[src/rtl/core/nrpe_pkg.sv]
// Shared constants for the NMEA RMC position extractor.
// No dependencies; imported by the parser, emitter and top level.
`timescale 1ns / 1ps

package nrpe_pkg;

    localparam int TAG_W     = 48;
    localparam int CFG_AW    = 5;
    localparam int CFG_DW    = 64;

    localparam logic [TAG_W-1:0] TAG_RESET     = 48'h24474E524D43;  // "$GNRMC"
    localparam logic [7:0]       MAX_LEN_RESET = 8'd150;
    localparam logic [3:0]       LAT_NUM_RESET = 4'd4;
    localparam logic [3:0]       LON_NUM_RESET = 4'd6;

    localparam logic [7:0] ASCII_STAR  = 8'h2A;
    localparam logic [7:0] ASCII_COMMA = 8'h2C;

    localparam logic [2:0] TAG_LEN    = 3'd6;
    localparam logic [7:0] SPAN_START = 8'd5;
    localparam logic [8:0] TRAILER    = 9'd3;
    localparam logic [7:0] CNT_MAX    = 8'd255;

    // register indexes (byte address = 8 * index)
    localparam logic [1:0] REG_TAG     = 2'd0;
    localparam logic [1:0] REG_MAX_LEN = 2'd1;
    localparam logic [1:0] REG_LAT_NUM = 2'd2;
    localparam logic [1:0] REG_LON_NUM = 2'd3;

    typedef struct packed {
        logic [TAG_W-1:0] sentence_tag;
        logic [7:0]       max_length;
        logic [3:0]       lat_field_number;
        logic [3:0]       lon_field_number;
    } cfg_t;

endpackage

[src/rtl/core/nrpe_char_mem.sv]
// Character store: one write port, one read port, registered read data.
// Depends on nothing but its parameters.
`timescale 1ns / 1ps

module nrpe_char_mem #(
    parameter int DEPTH = 9,
    parameter int AW    = (DEPTH > 1) ? $clog2(DEPTH) : 1
) (
    input  logic          aclk,
    input  logic          wr_en,
    input  logic [AW-1:0] wr_addr,
    input  logic [7:0]    wr_data,
    input  logic [AW-1:0] rd_addr,
    output logic [7:0]    rd_data
);

    logic [7:0] mem [0:DEPTH-1];
    logic [7:0] rd_data_reg;

    always_ff @(posedge aclk) begin
        if (wr_en) begin
            mem[wr_addr] <= wr_data;
        end
        rd_data_reg <= mem[rd_addr];
    end

    assign rd_data = rd_data_reg;

endmodule

[src/rtl/core/nrpe_parser.sv]
// Byte intake: tag hunt, field and span counting, character store writes.
// Depends on nrpe_pkg.
`timescale 1ns / 1ps

module nrpe_parser
    import nrpe_pkg::*;
#(
    parameter int LAT_CHARS = 9,
    parameter int LON_CHARS = 10,
    parameter int LAT_AW    = (LAT_CHARS > 1) ? $clog2(LAT_CHARS) : 1,
    parameter int LON_AW    = (LON_CHARS > 1) ? $clog2(LON_CHARS) : 1,
    parameter int LAT_LW    = $clog2(LAT_CHARS + 1),
    parameter int LON_LW    = $clog2(LON_CHARS + 1)
) (
    input  logic              aclk,
    input  logic              aresetn,
    input  cfg_t              cfg,
    input  logic              s_valid,
    output logic              s_ready,
    input  logic [7:0]        s_rx_byte,
    output logic              lat_wr_en,
    output logic [LAT_AW-1:0] lat_wr_addr,
    output logic              lon_wr_en,
    output logic [LON_AW-1:0] lon_wr_addr,
    output logic [LAT_LW-1:0] lat_len,
    output logic [LON_LW-1:0] lon_len,
    output logic              emit_start,
    input  logic              emit_done
);

    logic [2:0]        match_phase_reg, match_phase_next;
    logic              in_sent_reg, in_sent_next;
    logic [7:0]        field_cnt_reg, field_cnt_next;
    logic [7:0]        span_reg, span_next;
    logic [LAT_LW-1:0] lat_len_reg, lat_len_next;
    logic [LON_LW-1:0] lon_len_reg, lon_len_next;
    logic              busy_reg, busy_next;

    logic       accept;
    logic [7:0] tag_byte;
    logic [7:0] span_inc;
    logic       len_ok;
    logic       is_data;

    assign s_ready = aresetn && !busy_reg;
    assign accept  = s_valid && s_ready;

    always_comb begin
        unique case (match_phase_reg)
            3'd0:    tag_byte = cfg.sentence_tag[47:40];
            3'd1:    tag_byte = cfg.sentence_tag[39:32];
            3'd2:    tag_byte = cfg.sentence_tag[31:24];
            3'd3:    tag_byte = cfg.sentence_tag[23:16];
            3'd4:    tag_byte = cfg.sentence_tag[15:8];
            3'd5:    tag_byte = cfg.sentence_tag[7:0];
            default: tag_byte = cfg.sentence_tag[47:40];
        endcase
    end

    assign span_inc = (span_reg < CNT_MAX) ? span_reg + 8'd1 : span_reg;
    assign len_ok   = ({1'b0, span_inc} + TRAILER) < {1'b0, cfg.max_length};
    assign is_data  = accept && in_sent_reg && (s_rx_byte != ASCII_STAR)
                      && (s_rx_byte != ASCII_COMMA);

    assign lat_wr_en   = is_data && (field_cnt_reg == {4'd0, cfg.lat_field_number})
                         && (lat_len_reg < LAT_LW'(LAT_CHARS));
    assign lon_wr_en   = is_data && (field_cnt_reg == {4'd0, cfg.lon_field_number})
                         && (lon_len_reg < LON_LW'(LON_CHARS));
    assign lat_wr_addr = LAT_AW'(lat_len_reg);
    assign lon_wr_addr = LON_AW'(lon_len_reg);
    assign lat_len     = lat_len_reg;
    assign lon_len     = lon_len_reg;

    assign emit_start = accept && in_sent_reg && (s_rx_byte == ASCII_STAR) && len_ok;

    always_comb begin
        match_phase_next = match_phase_reg;
        in_sent_next     = in_sent_reg;
        field_cnt_next   = field_cnt_reg;
        span_next        = span_reg;
        lat_len_next     = lat_len_reg;
        lon_len_next     = lon_len_reg;
        busy_next        = busy_reg;

        if (emit_done) begin
            busy_next = 1'b0;
        end

        if (accept && !in_sent_reg) begin
            if (s_rx_byte == tag_byte) begin
                match_phase_next = match_phase_reg + 3'd1;
            end else begin
                match_phase_next = (s_rx_byte == cfg.sentence_tag[47:40]) ? 3'd1 : 3'd0;
            end
            if (match_phase_next == TAG_LEN) begin
                match_phase_next = 3'd0;
                in_sent_next     = 1'b1;
                field_cnt_next   = 8'd1;
                span_next        = SPAN_START;
                lat_len_next     = '0;
                lon_len_next     = '0;
            end
        end else if (accept) begin
            span_next = span_inc;
            if (s_rx_byte == ASCII_STAR) begin
                // sentence ends; lengths stay put for the emitter
                in_sent_next   = 1'b0;
                field_cnt_next = 8'd0;
                span_next      = 8'd0;
                busy_next      = len_ok;
            end else if (s_rx_byte == ASCII_COMMA) begin
                if (field_cnt_reg < CNT_MAX) begin
                    field_cnt_next = field_cnt_reg + 8'd1;
                end
            end else begin
                if (lat_wr_en) begin
                    lat_len_next = lat_len_reg + LAT_LW'(1);
                end
                if (lon_wr_en) begin
                    lon_len_next = lon_len_reg + LON_LW'(1);
                end
            end
        end
    end

    always_ff @(posedge aclk) begin
        if (!aresetn) begin
            match_phase_reg <= 3'd0;
            in_sent_reg     <= 1'b0;
            field_cnt_reg   <= 8'd0;
            span_reg        <= 8'd0;
            lat_len_reg     <= '0;
            lon_len_reg     <= '0;
            busy_reg        <= 1'b0;
        end else begin
            match_phase_reg <= match_phase_next;
            in_sent_reg     <= in_sent_next;
            field_cnt_reg   <= field_cnt_next;
            span_reg        <= span_next;
            lat_len_reg     <= lat_len_next;
            lon_len_reg     <= lon_len_next;
            busy_reg        <= busy_next;
        end
    end

endmodule

[src/rtl/core/nrpe_emitter.sv]
// Result sequencer: reads the character stores and drives the output register.
// Depends on nrpe_pkg.
`timescale 1ns / 1ps

module nrpe_emitter
    import nrpe_pkg::*;
#(
    parameter int LAT_CHARS = 9,
    parameter int LON_CHARS = 10,
    parameter int LAT_AW    = (LAT_CHARS > 1) ? $clog2(LAT_CHARS) : 1,
    parameter int LON_AW    = (LON_CHARS > 1) ? $clog2(LON_CHARS) : 1,
    parameter int LAT_LW    = $clog2(LAT_CHARS + 1),
    parameter int LON_LW    = $clog2(LON_CHARS + 1),
    parameter int LEN_W     = (LAT_LW > LON_LW) ? LAT_LW : LON_LW
) (
    input  logic              aclk,
    input  logic              aresetn,
    input  logic              emit_start,
    output logic              emit_done,
    input  logic [LAT_LW-1:0] lat_len,
    input  logic [LON_LW-1:0] lon_len,
    output logic [LAT_AW-1:0] lat_rd_addr,
    input  logic [7:0]        lat_rd_data,
    output logic [LON_AW-1:0] lon_rd_addr,
    input  logic [7:0]        lon_rd_data,
    output logic              m_valid,
    input  logic              m_ready,
    output logic              m_field_sel,
    output logic [3:0]        m_char_pos,
    output logic [7:0]        m_char_value,
    output logic [3:0]        m_field_length,
    output logic              m_last
);

    localparam logic [1:0] ST_IDLE = 2'd0;
    localparam logic [1:0] ST_READ = 2'd1;
    localparam logic [1:0] ST_LOAD = 2'd2;
    localparam logic [1:0] ST_HOLD = 2'd3;

    logic [1:0]       state_reg, state_next;
    logic             sel_reg, sel_next;
    logic [LEN_W-1:0] idx_reg, idx_next;
    logic             valid_reg, valid_next;
    logic [3:0]       pos_reg;
    logic [7:0]       char_reg;
    logic [3:0]       flen_reg;
    logic             last_reg;

    logic [LEN_W-1:0] cur_len;
    logic             field_end;
    logic             cur_last;

    assign cur_len   = sel_reg ? LEN_W'(lon_len) : LEN_W'(lat_len);
    assign field_end = (cur_len == '0) || (idx_reg + LEN_W'(1) == cur_len);
    assign cur_last  = sel_reg && field_end;

    assign lat_rd_addr = LAT_AW'(idx_reg);
    assign lon_rd_addr = LON_AW'(idx_reg);

    assign emit_done = (state_reg == ST_HOLD) && m_ready && last_reg;

    always_comb begin
        state_next = state_reg;
        sel_next   = sel_reg;
        idx_next   = idx_reg;
        valid_next = valid_reg;
        unique case (state_reg)
            ST_IDLE: begin
                if (emit_start) begin
                    state_next = ST_READ;
                    sel_next   = 1'b0;
                    idx_next   = '0;
                end
            end
            ST_READ: begin
                state_next = ST_LOAD;
            end
            ST_LOAD: begin
                state_next = ST_HOLD;
                valid_next = 1'b1;
            end
            ST_HOLD: begin
                if (m_ready) begin
                    valid_next = 1'b0;
                    if (last_reg) begin
                        state_next = ST_IDLE;
                    end else if (field_end) begin
                        state_next = ST_READ;
                        sel_next   = 1'b1;
                        idx_next   = '0;
                    end else begin
                        state_next = ST_READ;
                        idx_next   = idx_reg + LEN_W'(1);
                    end
                end
            end
            default: begin
                state_next = ST_IDLE;
            end
        endcase
    end

    always_ff @(posedge aclk) begin
        if (!aresetn) begin
            state_reg <= ST_IDLE;
            valid_reg <= 1'b0;
        end else begin
            state_reg <= state_next;
            valid_reg <= valid_next;
        end
    end

    always_ff @(posedge aclk) begin
        sel_reg <= sel_next;
        idx_reg <= idx_next;
        if (state_reg == ST_LOAD) begin
            pos_reg  <= 4'(idx_reg);
            flen_reg <= 4'(cur_len);
            last_reg <= cur_last;
            if (cur_len == '0) begin
                char_reg <= 8'd0;
            end else begin
                char_reg <= sel_reg ? lon_rd_data : lat_rd_data;
            end
        end
    end

    assign m_valid        = valid_reg;
    assign m_field_sel    = sel_reg;
    assign m_char_pos     = pos_reg;
    assign m_char_value   = char_reg;
    assign m_field_length = flen_reg;
    assign m_last         = last_reg;

endmodule

[src/rtl/core/nmea_rmc_position_extractor_top.sv]
// Top level of the NMEA RMC position extractor: APB registers and block wiring.
// Depends on nrpe_pkg, nrpe_parser, nrpe_char_mem, nrpe_emitter.
//
//  port group   dir  handshake          payload
//  s_*          in   s_valid / s_ready  s_rx_byte
//  m_*          out  m_valid / m_ready  field_sel, char_pos, char_value, field_length, last
//  APB          in   psel & penable     paddr, pwdata, prdata (64-bit, reg i at 8*i)
//
// One byte per cycle is taken while hunting for the tag and inside a sentence.
// A '*' that closes a good sentence holds s_ready low until its last result leaves.
// Each result passes through a store read, an output load and a handshake that waits on m_ready.
// Reset is synchronous; the stores and the emitter's index and output data registers are not cleared.
`timescale 1ns / 1ps

module nmea_rmc_position_extractor_top
    import nrpe_pkg::*;
#(
    parameter int LAT_CHARS = 9,
    parameter int LON_CHARS = 10
) (
    input  logic              aclk,
    input  logic              aresetn,
    input  logic              psel,
    input  logic              penable,
    input  logic              pwrite,
    input  logic [CFG_AW-1:0] paddr,
    input  logic [CFG_DW-1:0] pwdata,
    output logic [CFG_DW-1:0] prdata,
    output logic              pready,
    input  logic              s_valid,
    output logic              s_ready,
    input  logic [7:0]        s_rx_byte,
    output logic              m_valid,
    input  logic              m_ready,
    output logic              m_field_sel,
    output logic [3:0]        m_char_pos,
    output logic [7:0]        m_char_value,
    output logic [3:0]        m_field_length,
    output logic              m_last
);

    localparam int LAT_AW = (LAT_CHARS > 1) ? $clog2(LAT_CHARS) : 1;
    localparam int LON_AW = (LON_CHARS > 1) ? $clog2(LON_CHARS) : 1;
    localparam int LAT_LW = $clog2(LAT_CHARS + 1);
    localparam int LON_LW = $clog2(LON_CHARS + 1);

    cfg_t       cfg_reg;
    logic       cfg_wr;
    logic [1:0] reg_idx;

    logic              lat_wr_en, lon_wr_en;
    logic [LAT_AW-1:0] lat_wr_addr, lat_rd_addr;
    logic [LON_AW-1:0] lon_wr_addr, lon_rd_addr;
    logic [7:0]        lat_rd_data, lon_rd_data;
    logic [LAT_LW-1:0] lat_len;
    logic [LON_LW-1:0] lon_len;
    logic              emit_start, emit_done;

    assign pready  = 1'b1;
    assign reg_idx = paddr[4:3];
    assign cfg_wr  = psel && penable && pwrite;

    always_ff @(posedge aclk) begin
        if (!aresetn) begin
            cfg_reg.sentence_tag     <= TAG_RESET;
            cfg_reg.max_length       <= MAX_LEN_RESET;
            cfg_reg.lat_field_number <= LAT_NUM_RESET;
            cfg_reg.lon_field_number <= LON_NUM_RESET;
        end else if (cfg_wr) begin
            unique case (reg_idx)
                REG_TAG:     cfg_reg.sentence_tag     <= pwdata[TAG_W-1:0];
                REG_MAX_LEN: cfg_reg.max_length       <= pwdata[7:0];
                REG_LAT_NUM: cfg_reg.lat_field_number <= pwdata[3:0];
                REG_LON_NUM: cfg_reg.lon_field_number <= pwdata[3:0];
                default:     ;
            endcase
        end
    end

    always_comb begin
        unique case (reg_idx)
            REG_TAG:     prdata = {16'd0, cfg_reg.sentence_tag};
            REG_MAX_LEN: prdata = {56'd0, cfg_reg.max_length};
            REG_LAT_NUM: prdata = {60'd0, cfg_reg.lat_field_number};
            REG_LON_NUM: prdata = {60'd0, cfg_reg.lon_field_number};
            default:     prdata = '0;
        endcase
    end

    nrpe_parser #(
        .LAT_CHARS (LAT_CHARS),
        .LON_CHARS (LON_CHARS)
    ) u_parser (
        .aclk        (aclk),
        .aresetn     (aresetn),
        .cfg         (cfg_reg),
        .s_valid     (s_valid),
        .s_ready     (s_ready),
        .s_rx_byte   (s_rx_byte),
        .lat_wr_en   (lat_wr_en),
        .lat_wr_addr (lat_wr_addr),
        .lon_wr_en   (lon_wr_en),
        .lon_wr_addr (lon_wr_addr),
        .lat_len     (lat_len),
        .lon_len     (lon_len),
        .emit_start  (emit_start),
        .emit_done   (emit_done)
    );

    nrpe_char_mem #(
        .DEPTH (LAT_CHARS)
    ) u_lat_mem (
        .aclk    (aclk),
        .wr_en   (lat_wr_en),
        .wr_addr (lat_wr_addr),
        .wr_data (s_rx_byte),
        .rd_addr (lat_rd_addr),
        .rd_data (lat_rd_data)
    );

    nrpe_char_mem #(
        .DEPTH (LON_CHARS)
    ) u_lon_mem (
        .aclk    (aclk),
        .wr_en   (lon_wr_en),
        .wr_addr (lon_wr_addr),
        .wr_data (s_rx_byte),
        .rd_addr (lon_rd_addr),
        .rd_data (lon_rd_data)
    );

    nrpe_emitter #(
        .LAT_CHARS (LAT_CHARS),
        .LON_CHARS (LON_CHARS)
    ) u_emitter (
        .aclk           (aclk),
        .aresetn        (aresetn),
        .emit_start     (emit_start),
        .emit_done      (emit_done),
        .lat_len        (lat_len),
        .lon_len        (lon_len),
        .lat_rd_addr    (lat_rd_addr),
        .lat_rd_data    (lat_rd_data),
        .lon_rd_addr    (lon_rd_addr),
        .lon_rd_data    (lon_rd_data),
        .m_valid        (m_valid),
        .m_ready        (m_ready),
        .m_field_sel    (m_field_sel),
        .m_char_pos     (m_char_pos),
        .m_char_value   (m_char_value),
        .m_field_length (m_field_length),
        .m_last         (m_last)
    );

endmodule

[config.mk]
export PLATFORM = sky130hd
export DESIGN_NAME = nmea_rmc_position_extractor_top
export DESIGN_NICKNAME = d
export VERILOG_FILES = /design/src/rtl/core/nrpe_pkg.sv /design/src/rtl/core/nrpe_char_mem.sv /design/src/rtl/core/nrpe_parser.sv /design/src/rtl/core/nrpe_emitter.sv /design/src/rtl/core/nmea_rmc_position_extractor_top.sv
export SDC_FILE = /design/constraint.sdc
export NUM_CORES = 1
export LEC_CHECK = 0
export BUFFER_PORTS_ARGS = -buffer_cell sky130_fd_sc_hd__buf_2
export CAP_MARGIN = 20
export CORE_MARGIN = 2
export CORE_UTILIZATION = 65
export CTS_BUF_LIST = sky130_fd_sc_hd__clkbuf_8
export CTS_CLUSTER_SIZE = 30
export DETAILED_ROUTE_END_ITERATION = 16
export GPL_TIMING_DRIVEN = 1
export PLACE_DENSITY = 0.92
export SLEW_MARGIN = 10
export SYNTH_ARGS = -nofsm -noshare
export SYNTH_HDL_FRONTEND = slang
export SYNTH_SLANG_ARGS = --single-unit
[constraint.sdc]
create_clock -name aclk -period 8.12 [get_ports aclk]
set_input_delay 1.624 -clock aclk [delete_from_list [all_inputs] [get_ports aclk]]
set_output_delay 1.624 -clock aclk [all_outputs]
set_load 0.005 [all_outputs]
==> results.py <==
metrics = {
    "global_route": {
        "groute.usage.overall_pct": 28.09,
        "global_route.peak_usage_layer": "met2",
        "groute.layer.met3.usage_pct": 5.266,
        "grt_pass1_vias": 9263,
        "antenna_violations_before_repair": 0,
        "grt.met2_usage_pct": 48.15,
        "groute.layer.met1.usage_pct": 36.41,
        "grt_start_max_net_pins": 52,
        "grt-ovfl-total": 0,
        "grt_pass1_wl_um": 47740,
    },
    "clocking": {
        "cts_tree": "done",
        "ctsResizeCount": 0,
        "clock_sinks": 286,
        "clkTransAtPathRegs_ps": 60,
        "ctsRootBufferMaster": "sky130_fd_sc_hd__clkbuf_8",
        "ctsLongestPathBuffers": 3,
        "clock_insertion_delay_worst_skew_ps": 570,
        "cts.hold.buffers_added": 0,
        "postCtsSetupRepairBufs": 0,
        "cts_made_buffers": 44,
        "clock_tree.htree_level_count": 2,
    },
    "logic_synthesis": {
        "synthDistinctLibCells": 71,
        "post_synth_mux_area_share_pct": 10.19,
        "synth_seq_cells": 286,
        "synth_xor_xnor_area_share_pct": 1.815,
        "synth.largest_area_cell": "sky130_fd_sc_hd__edfxtp_1",
        "synth_edf_count": 174,
        "compound_gate_fraction_of_synth_area_pct": 8.922,
        "synth-main-ff-cell": "sky130_fd_sc_hd__edfxtp_1",
        "yosysWarnings": 0,
        "proportion_of_synthesized_flip_flops_having_asynchronous_set_or_reset_pct": 0,
        "syn_area_um2": 13030,
        "synthSimpleGateAreaFrac_pct": 15.20,
        "synth_top_family_by_area": "simple AND/OR/NAND/NOR gates",
        "post_synth_inst_count": 1123,
        "leading_post_synthesis_cells_by_cell_area": "sky130_fd_sc_hd__edfxtp_1 40%, sky130_fd_sc_hd__dfxtp_1 17%, sky130_fd_sc_hd__mux4_2 6.2%",
        "yosysSeqAreaShare_pct": 57.32,
        "post_synth_fa_ha_maj_area_fraction_pct": 2.785,
        "avgSynthCellArea_um2": 11.60,
        "synth_top_cell_area_share_pct": 40.11,
    },
    "placement": {
        "pre_cts_ws_ps": 2859,
        "numPortBuffers": 132,
        "placed_cells_incl_taps": 1466,
        "dpl.hpwl_um": 19540,
        "place_congestion": 0.9001,
    },
    "setup_path": {
        "worstPathArrival_ps": 5030,
        "worstSetupPathType": "in2reg",
        "timing.critical_path.fanout_max": 48,
        "worstRegToRegCells": 15,
        "critPathRequiredTime_ps": 8320,
        "critical_path.endpoint_type": "flop",
        "worst_setup_path_startpoint": "aresetn",
        "kind_of_start_point_of_the_critical_path": "input pin",
        "worst-r2r-setup-slack_ps": 3860,
        "critical_path.reg2reg.endpoint": "u_emitter.lat_rd_addr[0]$_SDFFCE_PN0P_",
        "critPathCapture": "u_lat_mem.mem[7][5]$_DFFE_PP_",
        "worst_r2r_start": "u_parser.span_reg[0]$_SDFFE_PN0P_",
    },
    "floorplanning": {
        "fp.dieH_um": 145.6,
        "die_width_um": 145.6,
        "rows": 51,
        "die-area_um2": 21190,
        "fp.coreArea_um2": 19590,
        "start_util_pct": 66.50,
        "num_io_pins": 169,
    },
    "timing": {
        "finalHoldViolCount": 0,
        "maxClockFrequency_mhz": 207.0,
        "grt_setup_unrepaired": "no",
        "final_min_period_over_clock_period_pct": 59.48,
        "setup-tns-final_ps": 0,
        "minimum_clock_period_ps": 4830,
        "finalClockSkew_ps": 17.79,
        "worst_slew_pin_slew_ps": 926.8,
        "slew_viol_final": 0,
        "final.setup.worst_slack_ps": 3290,
        "timing.slew.headroom_pct": 37.98,
        "setup_viol": 0,
        "worst_hold_slack_ps": 452.5,
    },
    "power": {
        "internal-power_mw": 2.158,
        "power_spent_charging_and_discharging_nets_mw": 0.6135,
        "portion_of_total_power_attributed_to_sequential_cells_pct": 55.8,
        "p_leak_nw": 5.520,
        "p_comb_share_pct": 3.4,
        "p_clk_share_pct": 40.8,
        "netSwitchingFraction_pct": 22.14,
        "ir_drop_mv": 0.1215,
        "power.density_cell_area_nw_per_um2": 189.2,
    },
    "min_path": {
        "timing.hold.worst_path_depth": 0,
        "hp-class": "reg2reg",
    },
    "route": {
        "route.vias.total": 9487,
        "final_antenna_net_count": 0,
        "dr.first_iter.drc_count": 914,
        "routed_wl_um": 29740,
        "detail_route.drc_violations": 0,
        "drt_pre_antenna_iters": 6,
        "wl_per_cell_um": 19.21,
        "detail_route.vias_per_cell": 6.129,
    },
    "final_layout": {
        "postLayoutCoreUtil_pct": 74.76,
        "insertedDiodeCount": 0,
        "flow.area_growth_from_synthesis_pct": 12.42,
        "mostFrequentLayoutCell": "sky130_fd_sc_hd__edfxtp_1",
        "largest_reg_flops": 80,
        "final_nets": 1362,
        "mostFrequentLayoutCells": "174 x sky130_fd_sc_hd__edfxtp_1, 167 x sky130_fd_sc_hd__nand2_1, 132 x sky130_fd_sc_hd__buf_2, 112 x sky130_fd_sc_hd__dfxtp_1, 68 x sky130_fd_sc_hd__a21oi_1",
        "finish.cell_count_without_fillers": 1548,
        "share_of_post_route_cells_with_drive_strength_above_1_pct": 20.19,
    },
    "flow_run": {
        "cap_viol_max_count": 0,
    },
    "status": {
        "status": "finished, final reports clean",
    },
}
-- routing by layer --
layer  routed length (µm)  vias to the layer above
met1                11590                     4556
met3                 2372                       87
li1                     -                     4321
met2                15000                      523
met4                  787                        0
met5                    0                        -
-- metrics by stage --
stage	total power [mW]	cell area, µm²
6_report	2.772	14650
5_1_grt	2.855	14650
4_1_cts	2.777	14620
3_5_place_dp	1.668	13780
3_3_place_gp	1.665	13750
2_1_floorplan	1.625	13080
-- layout make-up --
class / instances / area (µm²)
clock buffers: 52 / 715.7
well taps: 265 / 331.6
repair buffers: 148 / 788.3
fillers: 1229 / 4945
inverters: 23 / 86.33
clock inverters: 28 / 122.6
flip-flops and latches: 286 / 7467
multi-input cells: 746 / 5134
-- synth_stat cells, types with 4 or more instances --
master / instances
sky130_fd_sc_hd__a211oi_1: 13
sky130_fd_sc_hd__a21o_1: 4
sky130_fd_sc_hd__a21oi_1: 68
sky130_fd_sc_hd__a222oi_1: 6
sky130_fd_sc_hd__a22oi_1: 10
sky130_fd_sc_hd__a31oi_1: 10
sky130_fd_sc_hd__and2_1: 41
sky130_fd_sc_hd__and3_1: 16
sky130_fd_sc_hd__buf_1: 4
sky130_fd_sc_hd__buf_2: 8
sky130_fd_sc_hd__buf_4: 18
sky130_fd_sc_hd__clkbuf_1: 52
sky130_fd_sc_hd__dfxtp_1: 112
sky130_fd_sc_hd__edfxtp_1: 174
sky130_fd_sc_hd__ha_1: 29
sky130_fd_sc_hd__inv_1: 21
sky130_fd_sc_hd__mux2_2: 5
sky130_fd_sc_hd__mux2i_1: 46
sky130_fd_sc_hd__mux4_2: 36
sky130_fd_sc_hd__nand2_1: 167
sky130_fd_sc_hd__nand2b_1: 6
sky130_fd_sc_hd__nand3_1: 38
sky130_fd_sc_hd__nand4_1: 8
sky130_fd_sc_hd__nor2_1: 58
sky130_fd_sc_hd__nor2b_1: 16
sky130_fd_sc_hd__nor3_1: 19
sky130_fd_sc_hd__nor4_1: 5
sky130_fd_sc_hd__nor4_2: 4
sky130_fd_sc_hd__o211ai_1: 7
sky130_fd_sc_hd__o21ai_0: 27
sky130_fd_sc_hd__or3_1: 5
sky130_fd_sc_hd__or4_1: 4
sky130_fd_sc_hd__xnor2_1: 12
sky130_fd_sc_hd__xor2_1: 15
-- power by group through the flow --
| stage | Clock (mW) | Sequential, mW | Combinational [mW] |
|---|---|---|---|
| 4_1_cts | 1.14 | 1.55 | 0.0927 |
| 5_1_grt | 1.21 | 1.55 | 0.103 |
| 3_5_place_dp | 0 | 1.58 | 0.0917 |
| 6_report | 1.13 | 1.55 | 0.0940 |
| 3_3_place_gp | 0 | 1.58 | 0.0891 |
| 2_1_floorplan | 0 | 1.57 | 0.0499 |
-- logic make-up (layout without fill, tap and decap cells) --
family | count (synthesis) | after routing
other cells | 2 | 17
xor+xnor | 27 | 27
flops | 286 | 286
simple gates | 407 | 407
buf+inv | 106 | 251
fa+ha+maj | 29 | 29
compound gates | 179 | 179
mux | 87 | 87
-- critical path, stage by stage --
cell and delay, ps:
sky130_fd_sc_hd__buf_2 680, sky130_fd_sc_hd__nand3b_1 430, sky130_fd_sc_hd__nor2_1 660, sky130_fd_sc_hd__o211a_1 280, sky130_fd_sc_hd__nand4_1 390, sky130_fd_sc_hd__nor2_1 420, sky130_fd_sc_hd__and3_1 540
-- how the worst min path moves through the flow --
stage,slack (ps),start,end
4_1_cts,450,u_emitter.lat_rd_addr[0]$_SDFFCE_PN0P_,u_emitter.m_char_pos[0]$_DFFE_PP_
6_report,450,u_emitter.lat_rd_addr[0]$_SDFFCE_PN0P_,u_emitter.m_char_pos[0]$_DFFE_PP_
2_1_floorplan,420,u_lat_mem.mem[8][0]$_DFFE_PP_,u_lat_mem.rd_data[0]$_DFF_P_
3_3_place_gp,430,u_lat_mem.mem[8][3]$_DFFE_PP_,u_lat_mem.rd_data[3]$_DFF_P_
3_5_place_dp,440,u_emitter.lat_rd_addr[0]$_SDFFCE_PN0P_,u_emitter.m_char_pos[0]$_DFFE_PP_
5_1_grt,470,u_emitter.lat_rd_addr[0]$_SDFFCE_PN0P_,u_emitter.m_char_pos[0]$_DFFE_PP_
Note: power is estimated with default switching activity, not from simulation.
